===== config.mk =====
export PLATFORM = sky130hd
export DESIGN_NAME = wav_header_validator
export DESIGN_NICKNAME = d
export VERILOG_FILES = /design/src/sv/wvh_pkg.sv /design/src/sv/wvh_parse.sv /design/src/sv/wvh_out.sv /design/src/sv/wav_header_validator.sv
export VERILOG_INCLUDE_DIRS = /design/src /design/src/sv
export SDC_FILE = /design/constraint.sdc
export NUM_CORES = 1
export LEC_CHECK = 0
export ABC_CLOCK_PERIOD_IN_PS = 7500
export BUFFER_PORTS_ARGS = -buffer_cell sky130_fd_sc_hd__buf_2
export CAP_MARGIN = 20
export CELL_PAD_IN_SITES_DETAIL_PLACEMENT = 0
export CELL_PAD_IN_SITES_GLOBAL_PLACEMENT = 1
export CORE_MARGIN = 5
export CORE_UTILIZATION = 25
export CTS_CLUSTER_SIZE = 30
export DETAILED_ROUTE_END_ITERATION = 8
export PLACE_DENSITY_LB_ADDON = 0.1
export SETUP_SLACK_MARGIN = 0.2
export SKIP_LAST_GASP = 1
export SYNTH_ARGS = -nofsm -noshare
export SYNTH_HDL_FRONTEND = slang
export SYNTH_HIERARCHICAL = 1
export SYNTH_SLANG_ARGS = --single-unit

===== constraint.sdc =====
create_clock -name clk -period 7.5 [get_ports clk]
set_input_delay 0.75 -clock clk [delete_from_list [all_inputs] [get_ports clk]]
set_output_delay 0.75 -clock clk [all_outputs]
set_load 0.01 [all_outputs]

===== src/sv/wav_header_validator_assert.svh =====
// Assertion macros for the WAV header validator.
// Used by the top level only; expects clk and rst_n in scope.
`ifndef WAV_HEADER_VALIDATOR_ASSERT_SVH
`define WAV_HEADER_VALIDATOR_ASSERT_SVH

// Same-cycle implication, checked outside reset.
`define WVH_ASSERT_NOW(lbl, ante, cons, msg) \
  lbl: assert property (@(posedge clk) disable iff (!rst_n) (ante) |-> (cons)) \
    else $error(msg);

// Next-cycle implication, checked outside reset.
`define WVH_ASSERT_NEXT(lbl, ante, cons, msg) \
  lbl: assert property (@(posedge clk) disable iff (!rst_n) (ante) |=> (cons)) \
    else $error(msg);

`endif


===== src/sv/wvh_pkg.sv =====
// Shared types, codes and lookup functions for the WAV header validator.
// No dependencies; used by wvh_parse, wvh_out and wav_header_validator.
`timescale 1ns / 1ps

package wvh_pkg;

  // Status codes, in the order the checks run
  localparam logic [3:0] ST_OK       = 4'd0;
  localparam logic [3:0] ST_RIFF     = 4'd1;
  localparam logic [3:0] ST_WAVE     = 4'd2;
  localparam logic [3:0] ST_FMT      = 4'd3;
  localparam logic [3:0] ST_FORMAT   = 4'd4;
  localparam logic [3:0] ST_CHANNELS = 4'd5;
  localparam logic [3:0] ST_RATE     = 4'd6;
  localparam logic [3:0] ST_BITS     = 4'd7;
  localparam logic [3:0] ST_FRAME    = 4'd8;
  localparam logic [3:0] ST_DATA     = 4'd9;
  localparam logic [3:0] ST_LENGTH   = 4'd10;

  localparam logic KIND_HEADER  = 1'b0;
  localparam logic KIND_PAYLOAD = 1'b1;

  // Chunk tags, first character in the low byte
  localparam logic [31:0] TAG_RIFF = 32'h4646_4952;
  localparam logic [31:0] TAG_WAVE = 32'h4556_4157;
  localparam logic [31:0] TAG_FMT  = 32'h2074_6D66;
  localparam logic [31:0] TAG_DATA = 32'h6174_6164;

  localparam logic [15:0] FMT_LPCM = 16'h0001;
  localparam logic [5:0]  HDR_LAST = 6'd43;

  typedef struct packed {
    logic        result_kind;
    logic [3:0]  status;
    logic [15:0] num_channels;
    logic [31:0] sample_rate;
    logic [15:0] sample_bits;
    logic [15:0] frame_bytes;
    logic [31:0] payload_length;
    logic [7:0]  payload_byte;
    logic        last_payload;
  } res_t;

  function automatic logic rate_ok(input logic [31:0] r);
    logic ok;
    case (r)
      32'd8000, 32'd11025, 32'd16000, 32'd22050,
      32'd24000, 32'd32000, 32'd44100, 32'd48000: ok = 1'b1;
      default: ok = 1'b0;
    endcase
    return ok;
  endfunction

  function automatic logic [7:0] tag_byte(input logic [31:0] tag, input logic [1:0] idx);
    return tag[{idx, 3'b000} +: 8];
  endfunction

endpackage


===== src/sv/wvh_parse.sv =====
// Parser state and per-byte header checks / payload passing.
// Uses wvh_pkg; state advances on each accepted request.
`timescale 1ns / 1ps

module wvh_parse (
  input  logic              clk,
  input  logic              rst_n,
  input  logic              acc,
  input  logic [7:0]        data_byte,
  input  logic              start_file,
  output logic              res_valid,
  output wvh_pkg::res_t     res
);

  localparam logic [1:0] PH_HEADER  = 2'd0;
  localparam logic [1:0] PH_PAYLOAD = 2'd1;
  localparam logic [1:0] PH_IDLE    = 2'd2;

  logic [1:0]  phase_r, phase_nxt, phase_eff;
  logic [5:0]  pos_r, pos_nxt, pos_eff;
  logic [3:0]  err_r, err_nxt, err_eff;
  logic [31:0] left_r, left_nxt;
  logic [31:0] riff_r, riff_nxt;
  logic [15:0] fmt_r, fmt_nxt;
  logic [15:0] ch_r, ch_nxt;
  logic [31:0] rate_r, rate_nxt;
  logic [15:0] fs_r, fs_nxt;
  logic [15:0] bits_r, bits_nxt;
  logic [31:0] dlen_r, dlen_nxt;

  logic [3:0]  code;
  logic [15:0] fmt_m, ch_m, bits_m, fs_expect;
  logic [31:0] rate_m, dlen_m, trunc;
  logic [32:0] len_sum;

  // Merged values for the cycle that completes each field
  assign fmt_m   = {data_byte, fmt_r[7:0]};
  assign ch_m    = {data_byte, ch_r[7:0]};
  assign bits_m  = {data_byte, bits_r[7:0]};
  assign rate_m  = {data_byte, rate_r[23:0]};
  assign dlen_m  = {data_byte, dlen_r[23:0]};
  assign len_sum = {1'b0, dlen_m} + 33'd36;
  // Only used with one or two channels of 8 or 16 bits; else an earlier error stands
  assign fs_expect = (ch_m == 16'd2) ? ((bits_m == 16'd16) ? 16'd4 : 16'd2)
                                     : ((bits_m == 16'd16) ? 16'd2 : 16'd1);
  // Frame size is 1, 2 or 4 when no error, so truncation is a mask
  assign trunc = dlen_m & ~({16'd0, fs_r} - 32'd1);

  always_comb begin
    phase_eff = start_file ? PH_HEADER : phase_r;
    pos_eff   = start_file ? 6'd0 : pos_r;
    err_eff   = start_file ? wvh_pkg::ST_OK : err_r;

    phase_nxt = phase_eff;
    pos_nxt   = pos_eff;
    err_nxt   = err_eff;
    left_nxt  = left_r;
    riff_nxt  = riff_r;
    fmt_nxt   = fmt_r;
    ch_nxt    = ch_r;
    rate_nxt  = rate_r;
    fs_nxt    = fs_r;
    bits_nxt  = bits_r;
    dlen_nxt  = dlen_r;
    code      = wvh_pkg::ST_OK;
    res_valid = 1'b0;
    res       = '0;

    case (phase_eff)
      PH_HEADER: begin
        if (pos_eff <= 6'd3) begin
          if (data_byte != wvh_pkg::tag_byte(wvh_pkg::TAG_RIFF, pos_eff[1:0]))
            code = wvh_pkg::ST_RIFF;
        end else if (pos_eff <= 6'd7) begin
          riff_nxt[{pos_eff[1:0], 3'b000} +: 8] = data_byte;
        end else if (pos_eff <= 6'd11) begin
          if (data_byte != wvh_pkg::tag_byte(wvh_pkg::TAG_WAVE, pos_eff[1:0]))
            code = wvh_pkg::ST_WAVE;
        end else if (pos_eff <= 6'd15) begin
          if (data_byte != wvh_pkg::tag_byte(wvh_pkg::TAG_FMT, pos_eff[1:0]))
            code = wvh_pkg::ST_FMT;
        end else if (pos_eff == 6'd20 || pos_eff == 6'd21) begin
          fmt_nxt[{pos_eff[0], 3'b000} +: 8] = data_byte;
          if (pos_eff[0] && fmt_m != wvh_pkg::FMT_LPCM) code = wvh_pkg::ST_FORMAT;
        end else if (pos_eff == 6'd22 || pos_eff == 6'd23) begin
          ch_nxt[{pos_eff[0], 3'b000} +: 8] = data_byte;
          if (pos_eff[0] && ch_m != 16'd1 && ch_m != 16'd2) code = wvh_pkg::ST_CHANNELS;
        end else if (pos_eff >= 6'd24 && pos_eff <= 6'd27) begin
          rate_nxt[{pos_eff[1:0], 3'b000} +: 8] = data_byte;
          if (pos_eff == 6'd27 && !wvh_pkg::rate_ok(rate_m)) code = wvh_pkg::ST_RATE;
        end else if (pos_eff == 6'd32 || pos_eff == 6'd33) begin
          fs_nxt[{pos_eff[0], 3'b000} +: 8] = data_byte;
        end else if (pos_eff == 6'd34 || pos_eff == 6'd35) begin
          bits_nxt[{pos_eff[0], 3'b000} +: 8] = data_byte;
          if (pos_eff[0]) begin
            if (bits_m != 16'd8 && bits_m != 16'd16) code = wvh_pkg::ST_BITS;
            else if (fs_r != fs_expect) code = wvh_pkg::ST_FRAME;
          end
        end else if (pos_eff >= 6'd36 && pos_eff <= 6'd39) begin
          if (data_byte != wvh_pkg::tag_byte(wvh_pkg::TAG_DATA, pos_eff[1:0]))
            code = wvh_pkg::ST_DATA;
        end else if (pos_eff >= 6'd40) begin
          dlen_nxt[{pos_eff[1:0], 3'b000} +: 8] = data_byte;
          if (pos_eff == wvh_pkg::HDR_LAST && len_sum != {1'b0, riff_r})
            code = wvh_pkg::ST_LENGTH;
        end

        if (err_eff == wvh_pkg::ST_OK) err_nxt = code;

        if (pos_eff == wvh_pkg::HDR_LAST) begin
          pos_nxt               = 6'd0;
          res_valid             = 1'b1;
          res.result_kind       = wvh_pkg::KIND_HEADER;
          res.status            = err_nxt;
          res.num_channels      = ch_r;
          res.sample_rate       = rate_r;
          res.sample_bits       = bits_r;
          res.frame_bytes       = fs_r;
          if (err_nxt == wvh_pkg::ST_OK && fs_r != 16'd0) begin
            left_nxt           = trunc;
            res.payload_length = trunc;
            phase_nxt          = (trunc != 32'd0) ? PH_PAYLOAD : PH_IDLE;
          end else begin
            left_nxt  = 32'd0;
            phase_nxt = PH_IDLE;
          end
        end else begin
          pos_nxt = pos_eff + 6'd1;
        end
      end
      PH_PAYLOAD: begin
        if (left_r != 32'd0) begin
          res_valid        = 1'b1;
          res.result_kind  = wvh_pkg::KIND_PAYLOAD;
          res.payload_byte = data_byte;
          res.last_payload = (left_r == 32'd1);
          left_nxt         = left_r - 32'd1;
          if (left_r == 32'd1) phase_nxt = PH_IDLE;
        end else begin
          phase_nxt = PH_IDLE;
        end
      end
      default: begin
        phase_nxt = PH_IDLE;
      end
    endcase
  end

  always_ff @(posedge clk) begin
    if (!rst_n) begin
      phase_r <= PH_HEADER;
      pos_r   <= 6'd0;
      err_r   <= wvh_pkg::ST_OK;
      left_r  <= 32'd0;
    end else if (acc) begin
      phase_r <= phase_nxt;
      pos_r   <= pos_nxt;
      err_r   <= err_nxt;
      left_r  <= left_nxt;
    end
  end

  // Header words are fully rewritten each pass before use
  always_ff @(posedge clk) begin
    if (acc) begin
      riff_r <= riff_nxt;
      fmt_r  <= fmt_nxt;
      ch_r   <= ch_nxt;
      rate_r <= rate_nxt;
      fs_r   <= fs_nxt;
      bits_r <= bits_nxt;
      dlen_r <= dlen_nxt;
    end
  end

endmodule


===== src/sv/wvh_out.sv =====
// Result register for the validator's output channel.
// Uses wvh_pkg::res_t; loads on an accepted request that yields a result.
`timescale 1ns / 1ps

module wvh_out (
  input  logic          clk,
  input  logic          rst_n,
  input  logic          acc,
  input  logic          res_valid,
  input  wvh_pkg::res_t res,
  input  logic          out_stall,
  output logic          out_valid,
  output wvh_pkg::res_t out_res
);

  logic          valid_r, valid_nxt;
  wvh_pkg::res_t res_r;

  // acc only fires when this register is empty or draining
  always_comb begin
    valid_nxt = valid_r;
    if (acc) valid_nxt = res_valid;
    else if (!out_stall) valid_nxt = 1'b0;
  end

  always_ff @(posedge clk) begin
    if (!rst_n) begin
      valid_r <= 1'b0;
    end else begin
      valid_r <= valid_nxt;
    end
  end

  always_ff @(posedge clk) begin
    if (acc && res_valid) begin
      res_r <= res;
    end
  end

  assign out_valid = valid_r;
  assign out_res   = res_r;

endmodule


===== src/sv/wav_header_validator.sv =====
// Top level of the WAV header validator: parser plus result register.
// Depends on wvh_pkg, wvh_parse, wvh_out and wav_header_validator_assert.svh.
//
//   channel | direction | handshake           | payload
//   in_     | input     | in_valid / in_stall | data_byte, start_file
//   out_    | output    | out_valid/out_stall | header verdict or payload byte
//
// One byte per cycle while in_stall is low; a result appears in the cycle after its byte is taken.
// All checks for a byte happen in one pass from parser state to result register.
// Synchronous active-low reset returns the parser to the header phase.
// in_stall rises only while a held result is stalled at the output.
// start_file on any byte restarts parsing at header byte 0.
`timescale 1ns / 1ps
`include "wav_header_validator_assert.svh"

module wav_header_validator (
  input  logic        clk,
  input  logic        rst_n,
  input  logic        in_valid,
  output logic        in_stall,
  input  logic [7:0]  in_data_byte,
  input  logic        in_start_file,
  output logic        out_valid,
  input  logic        out_stall,
  output logic        out_result_kind,
  output logic [3:0]  out_status,
  output logic [15:0] out_num_channels,
  output logic [31:0] out_sample_rate,
  output logic [15:0] out_sample_bits,
  output logic [15:0] out_frame_bytes,
  output logic [31:0] out_payload_length,
  output logic [7:0]  out_payload_byte,
  output logic        out_last_payload
);

  logic          acc;
  logic          res_valid;
  wvh_pkg::res_t res;
  wvh_pkg::res_t out_res;

  assign in_stall = out_valid && out_stall;
  assign acc      = in_valid && !in_stall;

  wvh_parse u_parse (
    .clk        (clk),
    .rst_n      (rst_n),
    .acc        (acc),
    .data_byte  (in_data_byte),
    .start_file (in_start_file),
    .res_valid  (res_valid),
    .res        (res)
  );

  wvh_out u_out (
    .clk       (clk),
    .rst_n     (rst_n),
    .acc       (acc),
    .res_valid (res_valid),
    .res       (res),
    .out_stall (out_stall),
    .out_valid (out_valid),
    .out_res   (out_res)
  );

  assign out_result_kind    = out_res.result_kind;
  assign out_status         = out_res.status;
  assign out_num_channels   = out_res.num_channels;
  assign out_sample_rate    = out_res.sample_rate;
  assign out_sample_bits    = out_res.sample_bits;
  assign out_frame_bytes    = out_res.frame_bytes;
  assign out_payload_length = out_res.payload_length;
  assign out_payload_byte   = out_res.payload_byte;
  assign out_last_payload   = out_res.last_payload;

  `WVH_ASSERT_NOW(a_no_take_when_full, out_valid && out_stall, !acc, "request taken while result held")
  `WVH_ASSERT_NOW(a_fail_no_length, out_valid && out_result_kind == wvh_pkg::KIND_HEADER && out_status != wvh_pkg::ST_OK, out_payload_length == 32'd0, "length given with failed header")
  `WVH_ASSERT_NOW(a_payload_clean, out_valid && out_result_kind == wvh_pkg::KIND_PAYLOAD, out_status == wvh_pkg::ST_OK && out_payload_length == 32'd0, "payload result carries header fields")
  `WVH_ASSERT_NEXT(a_last_ends, acc && res_valid && res.last_payload, out_valid && out_last_payload, "last payload byte lost")

endmodule


==> qor.csv <==
metric;value;unit
synth-edff-count;270;
fmaxAchievable;197.6;MHz
area_delta_synth_final;19.70;%
path_cells;ha_1, a21oi_1, nor3_1, xnor2_1, a311oi_1, nand4b_1, or4_1, or4_4, a21oi_4, buf_4, nand3_2, buf_4, nor3b_2;
critPathLaunchType;flop;
synth_top_area_frac;0.5355;
gr-total-overflow;0;
nNetsFinal;1500;
yosys-top-cells-count;270 x edfxtp_1, 116 x nor2_1, 107 x and2_1, 75 x nand2_1, 68 x a21oi_1;
fin_tns_setup;0;ns
die-width;256.1;um
rr_worst_depth;13;
end_kind;flop;
worstMarginPinSlew;1.073;ns
cts_root_buf;clkbuf_16;
dieArea;65580;sq um
drt_iter0_drc;904;
setup_viol;0;
grt_pass1_vias;11221;
pin_count;141;
numCtsBuffers;40;
drv_slew;0;
cp.required;7.91;ns
ys_seq_area_frac;0.5950;
yosys_warnings;6;
maxCapViolCount;0;
holdPathEnd;u_parse/err_r[1]$_SDFFE_PN0P_;
grt_usage;0.1605;
avgSynthCellArea;11.44;sq um
crit_fanout;33;
powerDensity;221.9;nW/um^2
rsz0062_at_grt;no;
worst_path_most_repeated_cell;buf_4;
port-buffer-count;140;
slowest_stage;a21oi_1;
ff2ff_setup_slack;2.44;ns
synth_ff_type;edfxtp_1;
multi_input_area;5713;sq um
vias;11057;
synth.net_count;1366;
ys_types;75;
finalHoldViolCount;0;
r2r_start;u_parse/dlen_r[2]$_DFFE_PP_;
cts.sinks;315;
cts_repair_resize_count;0;
holdPathStages;2;
synth_top_cells_by_area;edfxtp_1 54%, dfxtp_1 5.9%, and2_1 4.4%, nor2_1 2.9%, ha_1 2.4%;
clock_path_buffers;3;
fin_util;0.3014;
antenna_found_initial;1;
fp.dieH;256.1;um
final_antenna_net_count;0;
num_rows;90;
async_flop_share;0;
cts_tree;built;
p_total;4.022;mW
ir_drop;0.0001494;V
stdcell_count;2273;
insertion_delay;0.59;ns
wl;53.76;mm
leakage;5.875;nW
hp-class;reg2reg;
hold_path.startpoint;u_parse/err_r[1]$_SDFFE_PN0P_;
fill_cells;6240;
first_pass_iters;5;
postCtsHoldBufs;0;
grt_pass1_wl;79.35;mm
slew-limit-headroom;0.2780;
yosysTopAreaCell;edfxtp_1;
reg2reg_to;u_out/out_res[40]$_DFFE_PP_;
dp_hpwl;39.02;mm
coreArea;60130;sq um
worstPathArrival;5.47;ns
grt_max_degree;81;
fin_crit;5.060;ns
wl_per_cell;23.65;um
drc;0;
yosys_register_bits;315;
critical_path_class;reg2reg;
synth_area;15140;sq um
vias_per_cell;4.864;
start_util;0.2518;
fin_crit_sh;0.6747;
fin_skew;0.03384;ns
final-seq-area;9009;sq um
globalplace.congestion;0.8421;
htreeDepth;2;
place_inst;2198;
max_stage_delay;0.78;ns
synth_most_common_cell;edfxtp_1;
cts.reportedPaths.clkPinSlew;0.06;ns
outcome;finished, final reports clean;
drive_gt1_frac;0.1745;
netlist_instances;1324;
post_cts_buffers;0;
[layout by cell type, fill, tap and decap left out, drive strengths merged, types with 5 or more instances in the layout]
cell type,count
or2,6
xor2,30
dfxtp,45
and4,5
a21boi,13
and3,24
nand4,40
and2,107
nor4b,5
nand3b,12
clkinv,20
nor2,116
edfxtp,270
nor3b,20
o21ai,56
nor4,36
nand3,40
ha,29
or3,12
bufinv,7
nand2b,13
a21oi,69
o31ai,7
nor2b,13
o211ai,5
nor3,40
a31oi,9
nand2,75
nand4b,5
buf,159
or4,8
inv,42
xnor2,41
clkbuf,44
[worst max-delay path by stage]
| stage | startpoint | to | slack (ns) | cells after the start |
|---|---|---|---|---|
| finish | u_parse/dlen_r[2]$_DFFE_PP_ | u_out/out_res[40]$_DFFE_PP_ | 2.44 | 13 |
| CTS | u_parse/dlen_r[2]$_DFFE_PP_ | u_out/out_res[40]$_DFFE_PP_ | 2.43 | 13 |
| detailed placement | in_start_file | u_out/out_res[40]$_DFFE_PP_ | 1.96 | 16 |
| global route | in_start_file | u_out/out_res[40]$_DFFE_PP_ | 2.17 | 16 |
| floorplan | in_start_file | u_out/out_res[0]$_DFFE_PP_ | 1.07 | 12 |
| global placement | in_start_file | u_out/out_res[25]$_DFFE_PP_ | 2.02 | 18 |
[metrics by stage]
| step | hold slack [ns] | setup slack [ns] | cell area, sq um |
|---|---|---|---|
| 2_1_floorplan | 0.4502 | 1.066 | 15140 |
| 3_3_place_gp | 0.4841 | 2.023 | 16700 |
| 3_5_place_dp | 0.4899 | 1.963 | 16710 |
| 4_1_cts | 0.4968 | 2.427 | 18120 |
| 5_1_grt | 0.5363 | 2.169 | 18120 |
| 6_report | 0.4961 | 2.440 | 18120 |
[flip-flops by register name, summed over array words and instances, names as in the netlist]
register         cells
u_parse/err_r        4
u_parse/phase_r      2
u_parse/bits_r      16
u_out/out_res      126
u_parse/fmt_r        8
u_parse/dlen_r      24
u_parse/rate_r      32
u_parse/ch_r        16
u_parse/left_r      32
u_parse/fs_r        16
u_parse/pos_r        6
u_out/out_valid      1
u_parse/riff_r      32
[critical path, delay by kind of cell, from the launching register on]
| family | cells | cell delay, ns |
|---|---|---|
| AO/OA/AOI/OAI | 3 | 1.32 |
| XOR/XNOR | 1 | 0.17 |
| adder cells (fa/ha/maj) | 1 | 0.33 |
| buffers and inverters | 2 | 0.73 |
| flip-flops | 1 | 0.51 |
| AND/OR/NAND/NOR | 6 | 1.81 |
[routing by layer]
layer,global-route usage,up-vias,part of all wire
met3,0.03196,87,0.047
li1,-,5157,-
met1,0.2192,5519,0.46
met4,0.04933,0,0.031
met2,0.2583,294,0.46
met5,0,-,0
[cell families (layout without fill, tap and decap cells)]
logic type                 after synthesis  after routing  synth area share
xor gates and xnor gates                71             71           0.04107
buffers and inverters                  108            274           0.02942
DFF                                    315            315            0.5950
adders and majority gates               29             29           0.02397
muxes                                    6              6          0.004132
AOI/OAI and AO/OA                      205            205           0.08388
and+or+nand+nor                        590            590            0.2225
other                                    0              1                 0
[layout make-up]
| cell class | instances | share of cell area |
|---|---|---|
| Clock inverter | 30 | 0.02161 |
| Clock buffer | 44 | 0.05606 |
| Sequential cell | 315 | 0.4971 |
| Timing Repair Buffer | 159 | 0.04743 |
| Inverter | 41 | 0.008492 |
| Antenna cell | 1 | 0.0001381 |
| Tap cell | 782 | 0.05399 |
| Multi-Input combinational cell | 901 | 0.3152 |
[report_power, final]
part / total, mW / leakage [nW] / switching (mW) / internal (mW)
Combinational: 0.0994 / 2.64 / 0.0763 / 0.0231
Clock: 2.04 / 0.679 / 0.801 / 1.23
Sequential: 1.89 / 2.55 / 0.000784 / 1.89
Note: power is estimated with default switching activity, not from simulation.
